$ cat config.mk
export PLATFORM = sky130hd
export DESIGN_NAME = delta_r_nearest_match
export DESIGN_NICKNAME = d
export VERILOG_FILES = /design/src/design/drnm_pkg.sv /design/src/design/drnm_dist.sv /design/src/design/drnm_track.sv /design/src/design/delta_r_nearest_match.sv
export SDC_FILE = /design/constraint.sdc
export NUM_CORES = 1
export LEC_CHECK = 0
export BUFFER_PORTS_ARGS = -buffer_cell sky130_fd_sc_hd__buf_2
export CORE_MARGIN = 2
export CORE_UTILIZATION = 30
export CTS_CLUSTER_DIAMETER = 100
export DETAILED_ROUTE_END_ITERATION = 12
export GPL_ROUTABILITY_DRIVEN = 0
export SLEW_MARGIN = 40
export SYNTH_ARGS = -nofsm -noshare
export SYNTH_HDL_FRONTEND = slang
export SYNTH_SLANG_ARGS = --single-unit
$ cat constraint.sdc
create_clock -name clk -period 12.15 [get_ports clk]
set_clock_uncertainty 0.1 [all_clocks]
set_input_delay 2.43 -clock clk [delete_from_list [all_inputs] [get_ports clk]]
set_output_delay 2.43 -clock clk [all_outputs]
set_load 0.03 [all_outputs]
$ cat src/design/drnm_pkg.sv
// shared constants and types for the delta-r nearest match block
`timescale 1ns / 1ps

package drnm_pkg;

  // parameter defaults
  localparam int unsigned MAX_CANDIDATES_DEF = 64;
  localparam int unsigned ANGLE_BITS_DEF     = 13;

  // field widths
  localparam int unsigned ETA_W    = 14;
  localparam int unsigned PHI_W    = 13;
  localparam int unsigned DIST_W   = 29;
  localparam int unsigned IDX_W    = 7;

  // squared terms: |deta| needs 15 bits, |dphi| at most 14 bits
  localparam int unsigned ETA_SQ_W = 30;
  localparam int unsigned PHI_SQ_W = 28;

  localparam logic [DIST_W-1:0] DIST_MAX   = {DIST_W{1'b1}};
  localparam logic [DIST_W-1:0] CFG_RESET  = 29'd272484;
  localparam logic [IDX_W-1:0]  NO_MATCH   = {IDX_W{1'b1}};

  // word passed from the distance stage to the tracker
  typedef struct packed {
    logic                list_end;
    logic                no_cand;
    logic [ETA_SQ_W-1:0] eta_sq;
    logic [PHI_SQ_W-1:0] phi_sq;
  } sq_word_t;

endpackage

$ cat src/design/drnm_dist.sv
// input register and squared eta/phi difference stage
`timescale 1ns / 1ps

module drnm_dist #(
  parameter int unsigned ANGLE_BITS = drnm_pkg::ANGLE_BITS_DEF
) (
  input  logic                               clk,
  input  logic                               rst_n,
  input  logic                               in_valid,
  output logic                               in_ready,
  input  logic signed [drnm_pkg::ETA_W-1:0]  in_ref_eta,
  input  logic signed [drnm_pkg::PHI_W-1:0]  in_ref_phi,
  input  logic signed [drnm_pkg::ETA_W-1:0]  in_cand_eta,
  input  logic signed [drnm_pkg::PHI_W-1:0]  in_cand_phi,
  input  logic                               in_list_end,
  input  logic                               in_no_candidates,
  output logic                               sq_valid,
  output drnm_pkg::sq_word_t                 sq_word,
  input  logic                               sq_ready
);

  localparam int unsigned DPHI_W = drnm_pkg::PHI_W + 1;
  localparam int unsigned DETA_W = drnm_pkg::ETA_W + 1;

  logic                             v1_r;
  logic                             v2_r;
  logic [drnm_pkg::ETA_W-1:0]       ref_eta_r;
  logic [drnm_pkg::PHI_W-1:0]       ref_phi_r;
  logic [drnm_pkg::ETA_W-1:0]       cand_eta_r;
  logic [drnm_pkg::PHI_W-1:0]       cand_phi_r;
  logic                             list_end_r;
  logic                             no_cand_r;
  drnm_pkg::sq_word_t               word_r;
  drnm_pkg::sq_word_t               word_nxt;

  logic                             adv1;
  logic                             adv2;
  logic [DETA_W-1:0]                deta;
  logic [DETA_W-1:0]                deta_abs;
  logic [DPHI_W-1:0]                dphi_raw;
  logic [DPHI_W-1:0]                dphi;
  logic [DPHI_W-1:0]                dphi_abs;

  assign adv2     = !v2_r || sq_ready;
  assign adv1     = !v1_r || adv2;
  assign in_ready = adv1;

  always_ff @(posedge clk) begin
    if (!rst_n) begin
      v1_r <= 1'b0;
      v2_r <= 1'b0;
    end else begin
      if (adv1) begin
        v1_r <= in_valid;
      end
      if (adv2) begin
        v2_r <= v1_r;
      end
    end
  end

  always_ff @(posedge clk) begin
    if (adv1 && in_valid) begin
      ref_eta_r  <= in_ref_eta;
      ref_phi_r  <= in_ref_phi;
      cand_eta_r <= in_cand_eta;
      cand_phi_r <= in_cand_phi;
      list_end_r <= in_list_end;
      no_cand_r  <= in_no_candidates;
    end
    if (adv2 && v1_r) begin
      word_r <= word_nxt;
    end
  end

  // differences, sign extended by one bit so they cannot overflow
  assign deta     = {ref_eta_r[drnm_pkg::ETA_W-1], ref_eta_r}
                  - {cand_eta_r[drnm_pkg::ETA_W-1], cand_eta_r};
  assign dphi_raw = {ref_phi_r[drnm_pkg::PHI_W-1], ref_phi_r}
                  - {cand_phi_r[drnm_pkg::PHI_W-1], cand_phi_r};

  // phi wraps to [-pi, pi) by keeping ANGLE_BITS bits
  generate
    if (ANGLE_BITS >= DPHI_W) begin : g_nowrap
      assign dphi = dphi_raw;
    end else begin : g_wrap
      assign dphi = {{(DPHI_W - ANGLE_BITS){dphi_raw[ANGLE_BITS-1]}},
                     dphi_raw[ANGLE_BITS-1:0]};
    end
  endgenerate

  assign deta_abs = deta[DETA_W-1] ? (~deta + 1'b1) : deta;
  assign dphi_abs = dphi[DPHI_W-1] ? (~dphi + 1'b1) : dphi;

  always_comb begin
    word_nxt.list_end = list_end_r;
    word_nxt.no_cand  = no_cand_r;
    word_nxt.eta_sq   = drnm_pkg::ETA_SQ_W'(deta_abs) * drnm_pkg::ETA_SQ_W'(deta_abs);
    word_nxt.phi_sq   = drnm_pkg::PHI_SQ_W'(dphi_abs) * drnm_pkg::PHI_SQ_W'(dphi_abs);
  end

  assign sq_valid = v2_r;
  assign sq_word  = word_r;

endmodule

$ cat src/design/drnm_track.sv
// running minimum tracker and result register
`timescale 1ns / 1ps

module drnm_track #(
  parameter int unsigned MAX_CANDIDATES = drnm_pkg::MAX_CANDIDATES_DEF
) (
  input  logic                               clk,
  input  logic                               rst_n,
  input  logic [drnm_pkg::DIST_W-1:0]        max_dr_squared,
  input  logic                               sq_valid,
  input  drnm_pkg::sq_word_t                 sq_word,
  output logic                               sq_ready,
  output logic                               out_valid,
  input  logic                               out_ready,
  output logic                               out_matched,
  output logic signed [drnm_pkg::IDX_W-1:0]  out_match_index,
  output logic [drnm_pkg::DIST_W-1:0]        out_best_dist_squared,
  output logic                               out_overflow
);

  localparam int unsigned CW  = $clog2(MAX_CANDIDATES + 1);
  localparam int unsigned IW  = $clog2(MAX_CANDIDATES);
  localparam int unsigned IXW = (IW > drnm_pkg::IDX_W) ? IW : drnm_pkg::IDX_W;
  localparam int unsigned SW  = drnm_pkg::ETA_SQ_W + 1;

  logic [drnm_pkg::DIST_W-1:0] best_r,  best_nxt;
  logic [IW-1:0]               idx_r,   idx_nxt;
  logic [CW-1:0]               count_r, count_nxt;
  logic                        ovf_r,   ovf_nxt;
  logic                        out_valid_r;
  logic                        matched_r, matched_nxt;
  logic [drnm_pkg::IDX_W-1:0]  index_r,   index_nxt;
  logic [drnm_pkg::DIST_W-1:0] dist_out_r, dist_out_nxt;
  logic                        ovf_out_r,  ovf_out_nxt;

  logic                        produces;
  logic                        slot_free;
  logic                        take;
  logic [SW-1:0]               sum;
  logic [drnm_pkg::DIST_W-1:0] cand_dsq;
  logic [IXW-1:0]              idx_wide;
  logic                        hit;

  assign produces  = sq_word.no_cand || sq_word.list_end;
  assign slot_free = !out_valid_r || out_ready;
  assign sq_ready  = !produces || slot_free;
  assign take      = sq_valid && sq_ready;

  // squared distance, saturated to the field width
  assign sum      = SW'(sq_word.eta_sq) + SW'(sq_word.phi_sq);
  assign cand_dsq = (sum > SW'(drnm_pkg::DIST_MAX)) ? drnm_pkg::DIST_MAX
                                                    : sum[drnm_pkg::DIST_W-1:0];

  always_comb begin
    best_nxt     = best_r;
    idx_nxt      = idx_r;
    count_nxt    = count_r;
    ovf_nxt      = ovf_r;
    matched_nxt  = 1'b0;
    index_nxt    = drnm_pkg::NO_MATCH;
    dist_out_nxt = drnm_pkg::DIST_MAX;
    ovf_out_nxt  = 1'b0;
    idx_wide     = '0;
    hit          = 1'b0;
    if (sq_word.no_cand) begin
      best_nxt  = drnm_pkg::DIST_MAX;
      idx_nxt   = '0;
      count_nxt = '0;
      ovf_nxt   = 1'b0;
    end else begin
      if (count_r < CW'(MAX_CANDIDATES)) begin
        // first candidate always wins, later ones only when strictly closer
        if (count_r == '0 || cand_dsq < best_r) begin
          best_nxt = cand_dsq;
          idx_nxt  = count_r[IW-1:0];
        end
        count_nxt = count_r + 1'b1;
      end else begin
        ovf_nxt = 1'b1;
      end
      if (sq_word.list_end) begin
        hit          = best_nxt < max_dr_squared;
        idx_wide     = IXW'(idx_nxt);
        matched_nxt  = hit;
        index_nxt    = hit ? idx_wide[drnm_pkg::IDX_W-1:0] : drnm_pkg::NO_MATCH;
        dist_out_nxt = best_nxt;
        ovf_out_nxt  = ovf_nxt;
        best_nxt     = drnm_pkg::DIST_MAX;
        idx_nxt      = '0;
        count_nxt    = '0;
        ovf_nxt      = 1'b0;
      end
    end
  end

  always_ff @(posedge clk) begin
    if (!rst_n) begin
      best_r      <= drnm_pkg::DIST_MAX;
      idx_r       <= '0;
      count_r     <= '0;
      ovf_r       <= 1'b0;
      out_valid_r <= 1'b0;
    end else begin
      if (take) begin
        best_r  <= best_nxt;
        idx_r   <= idx_nxt;
        count_r <= count_nxt;
        ovf_r   <= ovf_nxt;
      end
      if (take && produces) begin
        out_valid_r <= 1'b1;
      end else if (out_ready) begin
        out_valid_r <= 1'b0;
      end
    end
  end

  always_ff @(posedge clk) begin
    if (take && produces) begin
      matched_r  <= matched_nxt;
      index_r    <= index_nxt;
      dist_out_r <= dist_out_nxt;
      ovf_out_r  <= ovf_out_nxt;
    end
  end

  assign out_valid             = out_valid_r;
  assign out_matched           = matched_r;
  assign out_match_index       = index_r;
  assign out_best_dist_squared = dist_out_r;
  assign out_overflow          = ovf_out_r;

endmodule

$ cat src/design/delta_r_nearest_match.sv
// top level of the delta-r nearest match block
`timescale 1ns / 1ps

// Matches one reference object against a streamed list of candidates by
// smallest squared distance deta^2 + dphi^2 (angle LSB pi/4096, phi wrapped
// to [-pi, pi)). One word per candidate, list_end on the last; a word with
// no_candidates closes an empty list at once. One result word per list:
// matched is set when the smallest distance is strictly below
// max_dr_squared, match_index then gives the candidate's place in the list
// (first one wins a tie), else -1. Candidates past MAX_CANDIDATES are not
// compared and raise overflow. Throughput is one word per clock unless a
// result is held back; a closing word's result passes the input register,
// square stage and tracker/result register before it is offered. Only a
// list-closing word waits for the result register, so back-pressure on the
// output stalls the input only when a second result is due. Write cfg_wdata
// only while the block is idle.

module delta_r_nearest_match #(
  parameter int unsigned MAX_CANDIDATES = drnm_pkg::MAX_CANDIDATES_DEF,
  parameter int unsigned ANGLE_BITS     = drnm_pkg::ANGLE_BITS_DEF
) (
  input  logic                               clk,
  input  logic                               rst_n,
  // configuration: squared matching radius
  input  logic                               cfg_we,
  input  logic [drnm_pkg::DIST_W-1:0]        cfg_wdata,
  // candidate words
  input  logic                               in_valid,
  output logic                               in_ready,
  input  logic signed [drnm_pkg::ETA_W-1:0]  in_ref_eta,
  input  logic signed [drnm_pkg::PHI_W-1:0]  in_ref_phi,
  input  logic signed [drnm_pkg::ETA_W-1:0]  in_cand_eta,
  input  logic signed [drnm_pkg::PHI_W-1:0]  in_cand_phi,
  input  logic                               in_list_end,
  input  logic                               in_no_candidates,
  // result words
  output logic                               out_valid,
  input  logic                               out_ready,
  output logic                               out_matched,
  output logic signed [drnm_pkg::IDX_W-1:0]  out_match_index,
  output logic [drnm_pkg::DIST_W-1:0]        out_best_dist_squared,
  output logic                               out_overflow
);

  logic [drnm_pkg::DIST_W-1:0] max_dr_r;
  logic                        sq_valid;
  logic                        sq_ready;
  drnm_pkg::sq_word_t          sq_word;

  // radius register, strict less-than test downstream
  always_ff @(posedge clk) begin
    if (!rst_n) begin
      max_dr_r <= drnm_pkg::CFG_RESET;
    end else if (cfg_we) begin
      max_dr_r <= cfg_wdata;
    end
  end

  // input register plus squared differences
  drnm_dist #(
    .ANGLE_BITS (ANGLE_BITS)
  ) u_dist (
    .clk              (clk),
    .rst_n            (rst_n),
    .in_valid         (in_valid),
    .in_ready         (in_ready),
    .in_ref_eta       (in_ref_eta),
    .in_ref_phi       (in_ref_phi),
    .in_cand_eta      (in_cand_eta),
    .in_cand_phi      (in_cand_phi),
    .in_list_end      (in_list_end),
    .in_no_candidates (in_no_candidates),
    .sq_valid         (sq_valid),
    .sq_word          (sq_word),
    .sq_ready         (sq_ready)
  );

  // running minimum and result register
  drnm_track #(
    .MAX_CANDIDATES (MAX_CANDIDATES)
  ) u_track (
    .clk                   (clk),
    .rst_n                 (rst_n),
    .max_dr_squared        (max_dr_r),
    .sq_valid              (sq_valid),
    .sq_word               (sq_word),
    .sq_ready              (sq_ready),
    .out_valid             (out_valid),
    .out_ready             (out_ready),
    .out_matched           (out_matched),
    .out_match_index       (out_match_index),
    .out_best_dist_squared (out_best_dist_squared),
    .out_overflow          (out_overflow)
  );

endmodule

* After elaboration in Yosys (flattened, before gate mapping) *
Cells that the tools add are included.

operators by class
  bitwise logic cells = 4
  reductions and logical operators = 20
  muxes and demuxes = 21
  order comparisons = 4
  multiply operators = 2
  $add $sub $neg = 6

operators with widths
  operator                                                                            number
  29-bit two-way mux                                                                  6
  29-bit less-than comparator                                                         2
  30-bit by 28-bit adder with 31-bit output                                           1
  31-bit by 29-bit greater-than comparator with 1-bit output (second input constant)  1
  15-bit by 15-bit multiplier with 30-bit output                                      1
  14-bit by 14-bit multiplier with 28-bit output                                      1
  7-bit two-way mux                                                                   4
  6-bit two-way mux                                                                   4
  15-bit by 1-bit adder with 15-bit output (second input constant)                    1
  15-bit two-way mux                                                                  1
  15-bit NOT                                                                          1
  14-bit by 14-bit subtractor with 15-bit output                                      1
  14-bit by 1-bit adder with 14-bit output (second input constant)                    1
  14-bit two-way mux                                                                  1
  14-bit NOT                                                                          1
  13-bit subtractor                                                                   1
  7-bit by 1-bit adder with 7-bit output (second input constant)                      1
  7-bit zero test                                                                     1
  7-bit less-than comparator (second input constant)                                  1
  1-bit logical OR                                                                    6
  1-bit two-way mux                                                                   5
  1-bit logical AND                                                                   4
  1-bit zero test                                                                     4
  3-bit nonzero test                                                                  1
  5 further kinds                                                                     6

storage, ports and cells
  register bits after elaboration = 229
  logic and storage cells = 80
  output and inout port bits = 40

* Longest topological paths before layout *
  depth in word-level cells = 11
  gate-level depth with buffers = 38

* Modules after synthesis *
From an unflattened synthesis, not the netlist that was laid out.

second synthesis, totals
  cells, all modules = 2690
  area total of the unflattened synthesis = 25395.6 sq um

by module, submodules not included
  module                 area each (sq um)  instances  cells each
  drnm_dist              17181.5            1          1742
  drnm_track             7125.6             1          855
  delta_r_nearest_match  1088.5             1          93

* Least setup slack after synthesis *
No wires, ideal clock.

  path type = reg-to-reg
  from = register u_dist.ref_eta_r[0] (netlist bit)
  to = register u_dist.word_r, in the netlist u_dist.sq_word[57] (data pin)
  cell stages (with the launch flop) = 34
  library setup time = 0.260 ns
  period minus slack after synthesis = 8.643 ns
  path slack = 3.507 ns
  data arrival time = 8.283 ns
  path through = edfxtp_1 inv_1 ha_1 inv_1 fa_1 a211oi_1 o21bai_1 a221oi_2 o21ai_1 a2bb2oi_1 buf_2 o21bai_1 xor2_1 clkbuf_1 nor2_1 fa_1 fa_1 fa_1 inv_1 fa_1 inv_1 fa_1 fa_1 ha_1 a21o_1 a21oi_1 o311ai_1 nand2_1 o31ai_1 or4b_1 a31o_1 and2_1 a31oi_1 xnor2_1

RTL lines
  element                   RTL line         source
  start: declaration        drnm_dist.sv:27  logic [drnm_pkg::ETA_W-1:0] ref_eta_r;
  start signal: assignment  drnm_dist.sv:64  ref_eta_r <= in_ref_eta;
  end signal: assignment    drnm_dist.sv:72  word_r <= word_nxt;
  end: declaration          drnm_dist.sv:33  drnm_pkg::sq_word_t word_r;

==> run_results.csv <==
group,metric,value,unit
cts,insertion_delay,580,ps
flow_run,maxCapViolations,0,
worst_setup_path,cp_top_family,"adder cells",
worst_setup_path,crit_type,"flip-flop to flip-flop",
detailed_routing,viasPerCell,4.524,
worst_setup_path,crit_required,12380,ps
placed_design,io_buffers,129,
finish,layout_commonest_cell,"inv_1",
synthesis,avgSynthCellArea,9.860,um2
finish,area_growth,12.82,%
cts,path_clk_slew,60,ps
sta,hold_viol_final,0,
placed_design,pre_cts_ws,2643,ps
detailed_routing,vias,16600,
finish,layout.area.seq,6066,um2
synthesis,synthArstFlopShare,0,
sta,report.final.setup_viol,0,
sta,grt_setup_unrepaired,"false",
cts,ctsHtreeMaxLevel,1,
die,start_util,0.3032,
synthesis,ys.flop_type,"edfxtp_1",
grt,overflow,0,
finish,fin_cells,3668,
die,die_area,82110,um2
sta,max_freq,106.0,MHz
cts,cts_tree,"built",
sta,period_share,0.7767,
detailed_routing,dr.pass1.iters,5,
finish,final_cell_mix,"inv_1, ha_1, fa_1, nor2_1, edfxtp_1",
grt,grt_pass1_vias,16870,
sta,whs,322.7,ps
synthesis,ys_seq_elements,227,
detailed_routing,drt_iter0_drc,853,
synthesis,ys_seq_area_frac,0.2533,
worst_setup_path,crit_path_max_incr_delay,570,ps
die,io-pin-count,130,
min_path,hold_class,"flip-flop to flip-flop",
finish,diodes,0,
finish,multiInputGateArea,16170,um2
sta,worstMarginPinSlew,798.7,ps
cts,cts_sinks,227,
worst_setup_path,critPathBufInv,8,
die,core_region_area,79000,um2
cts,cts_made_buffers,27,
sta,finalMaxSlewViolations,0,
cts,postCtsResizedCells,0,
synthesis,yosysWarnings,0,
die,fp.dieW,286.5,um
grt,grt_max_degree,59,
synthesis,synth.distinct_cells,92,
grt,grt_pass1_wl,86.51,mm
cts,post-cts-setup-buffers,0,
placed_design,placed_cells,3618,
detailed_routing,wl_per_cell,14.27,um
synthesis,synth_cells,2429,
grt,antenna_found_initial,1,
cts,clockBufferDepth,3,
synthesis,synth_edf_count,152,
detailed_routing,drc_errors,0,
placed_design,hpwl,43.31,mm
sta,fin_ws,2713,ps
grt,grt_use_total,0.1292,
run_status,status,"finished clean",
worst_setup_path,critPathMaxFanout,8,
worst_setup_path,crit_path_end_kind,"flip-flop",
cts,holdBufCountCts,0,
cts,root_buffer,"clkbuf_16",
sta,slew_headroom,0.4657,
worst_setup_path,start_kind,"flip-flop",
detailed_routing,ant_nets,0,
worst_setup_path,critPathSlowestCell,"xor2_2",
sta,finalSetupTns,0,ps
synthesis,netlist_area,23950,um2
finish,drive_gt1_frac,0.1066,
sta,layout_min_cycle_time,9437,ps
die,rows,103,
detailed_routing,routed_wirelength,52.34,mm
finish,nNetsFinal,3227,
worst_setup_path,arrival,9670,ps
die,die_h,286.5,um
finish,fillers,8064,
## cell usage after synthesis, types with 6 or more instances
master | n | area, um2
inv_2 | 11 | 41.29
and4_1 | 7 | 61.31
a21o_1 | 61 | 457.9
nand4_1 | 16 | 100.1
inv_1 | 457 | 1715
mux2i_1 | 43 | 430.4
and3_1 | 16 | 100.1
nand2_1 | 150 | 563.0
or2_1 | 6 | 37.54
a211oi_1 | 14 | 105.1
a211o_1 | 6 | 52.55
o31ai_1 | 9 | 67.56
o211ai_1 | 22 | 165.2
o21ai_1 | 11 | 55.05
nand2b_1 | 48 | 300.3
nand3_1 | 24 | 120.1
xor2_1 | 28 | 245.2
or2_2 | 21 | 131.4
or3_1 | 9 | 56.30
nor2b_1 | 56 | 350.3
a21oi_1 | 102 | 510.5
a31oi_1 | 13 | 81.33
nor2_1 | 166 | 623.1
ha_1 | 281 | 3516
a2bb2oi_1 | 9 | 78.83
buf_2 | 10 | 50.05
o21a_1 | 15 | 112.6
nor3_1 | 31 | 155.2
o21bai_1 | 13 | 97.59
and2_1 | 7 | 43.79
dfxtp_1 | 75 | 1501
fa_1 | 259 | 5185
a22o_1 | 6 | 52.55
o21ai_0 | 45 | 225.2
xnor2_1 | 83 | 727.0
mux2_2 | 18 | 202.7
clkbuf_1 | 32 | 120.1
edfxtp_1 | 152 | 4564
## flip-flops by register name (all words and copies together), names as in the netlist, 6 cells and up
signal                         count
u_track.best_r                    29
u_track.out_match_index            7
u_track.idx_r                      6
u_track.count_r                    7
u_track.out_best_dist_squared     29
u_dist.ref_phi_r                  13
u_dist.ref_eta_r                  14
max_dr_r                          29
u_dist.cand_phi_r                 13
u_dist.cand_eta_r                 14
u_dist.sq_word                    58
## final timing paths
kind,to,cells after the start,slack (ps),from
min,u_dist.sq_word[59]$_DFFE_PP_,0,320,u_dist.list_end_r$_DFFE_PP_
min reg2reg,u_dist.sq_word[59]$_DFFE_PP_,0,320,u_dist.list_end_r$_DFFE_PP_
max reg2reg,u_dist.sq_word[26]$_DFFE_PP_,34,2710,u_dist.ref_phi_r[0]$_DFFE_PP_
max,u_dist.sq_word[26]$_DFFE_PP_,34,2710,u_dist.ref_phi_r[0]$_DFFE_PP_
## metrics by stage
step           area, um2    util
2_1_floorplan      24090       -
3_3_place_gp       26020  0.3294
3_5_place_dp       26070  0.3299
4_1_cts            26990  0.3417
5_1_grt            27020  0.3420
6_report           27020  0.3420
## kinds of logic after synthesis
| family | after synthesis | share of synthesized area |
|---|---|---|
| compound gates | 385 | 0.1105 |
| xor+xnor | 115 | 0.04378 |
| fa+ha+maj | 540 | 0.3633 |
| buf+inv | 514 | 0.08134 |
| flops | 227 | 0.2533 |
| mux | 65 | 0.02847 |
| other cells | 2 | 0.0003136 |
| simple gates | 581 | 0.1190 |
## layout make-up
class | count | share of cell area
Tap cell | 1050 | 0.04862
Multi-Input combinational cell | 1725 | 0.5985
Timing Repair Buffer | 145 | 0.02857
Clock buffer | 32 | 0.02570
Clock inverter | 18 | 0.008567
Inverter | 471 | 0.06553
Sequential cell | 227 | 0.2245
## worst register-to-register path: cells and delay by family, from the launching register on
| kind | cells | cell delay (ps) |
|---|---|---|
| adder cells (fa/ha/maj) | 9 | 3920 |
| AO/OA/AOI/OAI | 11 | 2580 |
| XOR/XNOR | 3 | 980 |
| AND/OR/NAND/NOR | 3 | 680 |
| buffers and inverters | 8 | 540 |
| flip-flops | 1 | 350 |
## layer usage
layer	vias up	track usage	routed length, um
li1	8347	-	-
met1	7890	0.1833	25470
met2	312	0.2116	23580
met3	46	0.01661	2410
met4	0	0.02395	880
met5	-	0	0
Power is left out: the tool's default activity adds up to more than one toggle a clock period on the data nets, which glitch-free logic cannot reach.
